**src/hw/rtl/ufifo_pkg.sv**
```systemverilog
package ufifo_pkg;

    localparam int VALUE_W  = 32;
    localparam int INDEX_W  = 6;
    localparam int ITEM_W   = 32;
    localparam int STATUS_W = 3;
    localparam int CAP_W    = 7;
    localparam int COUNT_W  = 7;

    localparam logic [CAP_W-1:0] CAP_RESET = 7'd64;

    // request kinds
    localparam logic [1:0] REQ_ENQ  = 2'd0;
    localparam logic [1:0] REQ_DEQ  = 2'd1;
    localparam logic [1:0] REQ_READ = 2'd2;

    // result status
    localparam logic [STATUS_W-1:0] ST_OK    = 3'd0;
    localparam logic [STATUS_W-1:0] ST_DUP   = 3'd1;
    localparam logic [STATUS_W-1:0] ST_FULL  = 3'd2;
    localparam logic [STATUS_W-1:0] ST_EMPTY = 3'd3;
    localparam logic [STATUS_W-1:0] ST_RANGE = 3'd4;

    // broadcast to every cell
    typedef struct packed {
        logic search;   // accumulate match of key against stored entries
        logic rd;       // pick up entry at rd_idx
        logic shift;    // every entry moves one place toward the head
        logic load;     // cell at the fill position takes the key
    } ufifo_cmd_t;

endpackage

```
**src/hw/rtl/ufifo_cell.sv**
```systemverilog
module ufifo_cell #(
    parameter int DATA_WIDTH = 32,
    parameter int CMP_W      = 7,
    parameter int IDX        = 0
) (
    input  logic                   clk,
    input  logic                   rst_n,
    input  ufifo_pkg::ufifo_cmd_t  cmd,
    input  logic [DATA_WIDTH-1:0]  key,
    input  logic [CMP_W-1:0]       fill,
    input  logic [CMP_W-1:0]       rd_idx,
    input  logic [DATA_WIDTH-1:0]  next_entry,
    input  logic                   hit_in,
    input  logic [DATA_WIDTH-1:0]  data_in,
    output logic                   hit_out,
    output logic [DATA_WIDTH-1:0]  data_out,
    output logic [DATA_WIDTH-1:0]  entry
);

    localparam logic [CMP_W-1:0] POS = CMP_W'(IDX);

    logic [DATA_WIDTH-1:0] entry_reg;
    logic [DATA_WIDTH-1:0] entry_next;
    logic                  hit_reg;
    logic                  hit_next;
    logic [DATA_WIDTH-1:0] data_reg;
    logic [DATA_WIDTH-1:0] data_next;
    logic                  occupied;

    assign occupied = POS < fill;

    always_comb
    begin
        entry_next = entry_reg;
        if (cmd.shift)
        begin
            entry_next = next_entry;
        end
        else if (cmd.load && POS == fill)
        begin
            entry_next = key;
        end
    end

    // probe stage: match and read data ripple one cell per cycle
    assign hit_next  = hit_in | (cmd.search & occupied & (entry_reg == key));
    assign data_next = (cmd.rd && occupied && POS == rd_idx) ? entry_reg : data_in;

    always_ff @(posedge clk or negedge rst_n)
    begin
        if (!rst_n)
        begin
            hit_reg <= 1'b0;
        end
        else
        begin
            hit_reg <= hit_next;
        end
    end

    always_ff @(posedge clk)
    begin
        entry_reg <= entry_next;
        data_reg  <= data_next;
    end

    assign hit_out  = hit_reg;
    assign data_out = data_reg;
    assign entry    = entry_reg;

endmodule

```
**config.mk**
```make
export PLATFORM = sky130hd
export DESIGN_NAME = ufifo_cell
export DESIGN_NICKNAME = d
export VERILOG_FILES = /design/src/hw/rtl/ufifo_pkg.sv /design/src/hw/rtl/ufifo_cell.sv
export SDC_FILE = /design/constraint.sdc
export NUM_CORES = 1
export LEC_CHECK = 0
export ABC_AREA = 1
export BUFFER_PORTS_ARGS = -buffer_cell sky130_fd_sc_hd__buf_2
export CORE_MARGIN = 2
export CORE_UTILIZATION = 40
export CTS_CLUSTER_DIAMETER = 80
export DETAILED_ROUTE_END_ITERATION = 12
export GPL_TIMING_DRIVEN = 0
export HOLD_SLACK_MARGIN = 0.12
export PLACE_DENSITY = 0.74
export SYNTH_ARGS = -nofsm -noshare
export SYNTH_HDL_FRONTEND = slang
export SYNTH_SLANG_ARGS = --single-unit
```
**constraint.sdc**
```tcl
create_clock -name clk -period 1.3 [get_ports clk]
set_input_delay 0.195 -clock clk [delete_from_list [all_inputs] [get_ports clk]]
set_output_delay 0.195 -clock clk [all_outputs]
set_load 0.005 [all_outputs]
```
Word level (Yosys, flattened, before mapping) --
Index checks and enable logic that the tools add are counted.
Storage, ports and cells: output and inout port bits 65, register bits after elaboration 65, bits of input ports 117, logic and storage cells 17
Cells by class: mux-type cells 3, magnitude comparators 1, bitwise operators 3, equal/unequal tests 1, reduce and logical (&&, ||, !) cells 6
Operators by type and width (number):
- 32-bit 2-to-1 mux | 3
- 32-bit == test | 1
- 7-bit zero test | 2
- 1-bit by 7-bit < comparator with 1-bit output (first input constant) | 1
- 1-bit logical AND | 3
- 1-bit AND | 2
- 2-bit nonzero test | 1
- 1-bit OR | 1

Logic depth before layout (Yosys ltp) --
word-level depth 4, depth in mapped cells 10, mapped depth without buffers 10

Least setup slack after synthesis --
No wires, ideal clock.
path type input-to-reg, start point input cmd[1] in the netlist's numbering, end point register entry_reg[0] (netlist: entry[0]) (enable), data required time 0.911 ns, stages 3, setup time 0.389 ns, path buffers 1, arrival time 1.412 ns, path slack -0.502 ns, cells stage by stage clkbuf_1 -> clkinv_1 -> nand2_1
Between the ends: longest elaborated chain between the ends 1
Ends and longest elaborated chain:
- start: declaration | line ufifo_cell.sv:8 | input ufifo_pkg::ufifo_cmd_t cmd,
- 2-bit nonzero test (no line)
- end signal: assignment | line ufifo_cell.sv:63 | entry_reg <= entry_next;
- end: declaration | line ufifo_cell.sv:22 | logic [DATA_WIDTH-1:0] entry_reg;
Every way passes these cells. A chain may end at the register's enable or synchronous reset.

Final worst setup path --
start point input cmd[1] in the netlist's numbering, end point register entry_reg[16] (netlist: entry[16]) (enable)
The elaborated chain is that of the path after synthesis.

==> results.toml <==
[outcome]
outcome = "complete, no violations"

[die]
die_width_um = 92.9
rows = 32
initial_core_util_pct = 41.2
io_pins = 182
core_area_mm2 = 0.00769
dieArea_mm2 = 0.00864
die_h_um = 92.9

[hold_path]
hp-class = "in -> reg"

[finish]
register_area_mm2 = 0.00163
fill_cells = 698
nets = 722
multiInputGateArea_mm2 = 0.00124
diodes = 0
area_growth_pct = 51.7
drive_above_1_share_pct = 39.6
fin_cells = 711

[sta]
fin_ws_ns = 0.111
max_freq_mhz = 841
hold_viol = 0
finalSetupViolCount = 0
final.setup.tns_ns = 0
period_minus_slack_ns = 1.19
finClkSkew_ns = 0.00772
fin_crit_sh_pct = 91.4
rsz0062_at_grt = "no"
slew_headroom_pct = 63.6
tightest_slew_ns = 0.546
slew_violations = 0

[pwr]
p_per_area_mw_per_mm2 = 1100
power_frac_clock_pct = 37.5
internal-power_mw = 4.01
ir_drop_v = 0.000623
power_switching_mw = 1.29
leakagePower_nw = 2.56
finalPower_mw = 5.30
netSwitchingFraction_pct = 24.4
combinationalPowerShare_pct = 16.9
power_frac_seq_pct = 45.6

[logic_synthesis]
syn_nets = 496
yosysSeqAreaShare_pct = 51.4
ys_types = 18
synthTopCellsByArea = "edfxtp_1 30%, dfxtp_1 20%, nand2_1 18%, o21ai_2 8.9%, inv_1 7.0%"
yosys_warnings = 0
synthDominantCellAreaShare_pct = 30.4
synth_commonest_cells = "148 x nand2_1, 59 x inv_1, 32 x dfxtp_1, 32 x edfxtp_1, 32 x o21ai_2"
synth_edf_count = 32
synthCells = 379
yosysTopAreaCell = "edfxtp_1"
synth_area_per_cell_um2 = 8.35
yosysMostFrequentCell = "nand2_1"
netlist_area_mm2 = 0.00316
synth-seq-cells = 65
synth-async-reset-ratio_pct = 1.54
synth_ff_type = "edfxtp_1"

[clock_network]
clk_latency_ns = 0.33
root_buffer = "clkbuf_8"
cts_made_buffers = 9
cts_max_level = 3
cts_setup_buffers = 0
tritoncts = "yes"
clock_path_buffers = 2
clock_sinks = 65
cts.clk_slew.worst_paths_ns = 0.07

[detailed_routing]
dr.pass1.iters = 6
routed_wl_um = 9420
drc = 0
routedWlPerCell_um = 13.2
vias = 3226
first_iter_violations = 93
via_per_inst = 4.54
ant_nets = 0

[global_routing]
antenna_found_initial = 0
grt_pass1_wl_um = 14900
overflow = 0
grt_max_degree = 33
grt_pass1_vias = 3287
track_usage_pct = 22.2

[worst_setup_path]
reg2reg_depth = 8
start_kind = "input port"
r2r_start = "entry[31]"
crit_start = "cmd[1]"
critical_path_class = "in -> reg"
max_stage_delay_ns = 0.41
end_kind = "register"
cp-endpoint = "entry[16]"
worstPathCellList = "clkbuf_1, clkinv_4, nand2_8"
worstPathArrival_ns = 1.20
required_ns = 1.31
rrSetupSlack_ns = 0.13
r2r-end = "hit_out"
crit_fanout = 32
cp_slowest_cell = "clkbuf_1"

[placement]
port-buffer-count = 180
place.gp.congestion = 0.851
place_inst = 661
post-place-ws_ns = -0.305
dp_hpwl_um = 6840

[job]
max_cap_violations = 0
through the flow:
stage	area, um^2	hold WS [ns]	util, %
finish	4800	0.139	62.5
global route	4800	0.141	62.5
CTS	4790	0.120	62.4
detailed placement	4210	-0.0281	54.8
global placement	4210	-0.0288	54.8
floorplan	3180	-0.101	-
cells in the final DEF (no fill, tap or decap), drive strengths merged, types with 2 or more instances in the layout:
| master | count |
|---|---|
| clkbuf | 16 |
| inv | 59 |
| dlygate4sd3 | 35 |
| nor2 | 16 |
| nand3 | 3 |
| xnor2 | 9 |
| dfxtp | 32 |
| nand2 | 148 |
| nand4 | 7 |
| nor4 | 2 |
| buf | 189 |
| o21ai | 55 |
| bufinv | 2 |
| edfxtp | 32 |
layer usage:
layer	global-route usage, %	vias to the layer above	part of all wire [%]
li1	-	1636	-
met1	25.8	1456	41
met2	40.4	121	51
met3	5.29	13	6.2
met4	6.13	0	1.5
met5	0	-	0
critical path: cells and delay by family:
family | cells | cell delay [ns]
buf+inv | 2 | 0.67
simple gates | 1 | 0.31
what timing repair did:
item / CTS / global route
hold endpoints to repair: 35 / 0
endpoints found under the setup margin: 32 / 1
hold buffers: 35 / 0
resized for setup: 1 / 2
power by group through the flow:
stage / clock [mW] / combinational (mW) / sequential, mW
2_1_floorplan: 0 / 0.366 / 2.47
3_5_place_dp: 0 / 0.805 / 2.46
4_1_cts: 2.04 / 0.891 / 2.41
3_3_place_gp: 0 / 0.788 / 2.45
5_1_grt: 2.12 / 1.00 / 2.43
6_report: 1.99 / 0.893 / 2.41
cell type report:
type                       count  area share (%)
timing repair buffer         215            26.1
sequential                    65            33.9
clock buffer                  13            3.52
inverter                      60            4.80
clock inverter                 2            1.25
tap                          102            2.66
buffer                        12            1.95
multi-input combinational    242            25.9
how the worst min path moves through the flow:
stage                              start         to  slack [ns]  cells past startpoint
after global placement             rst_n    hit_out       -0.03                      1
after detailed placement           rst_n    hit_out       -0.03                      1
final                     next_entry[28]  entry[28]        0.14                      3
after floorplan                    rst_n    hit_out       -0.10                      0
after CTS                 next_entry[28]  entry[28]        0.12                      3
after global routing      next_entry[12]  entry[12]        0.14                      3
cell families after synthesis:
group | synth area share (%)
AND/OR/NAND/NOR | 23.3
buffers and inverters | 10.1
flip-flops | 51.4
AO/OA/AOI/OAI | 12.7
XOR/XNOR | 2.49
(Power assumes the default switching activity.)
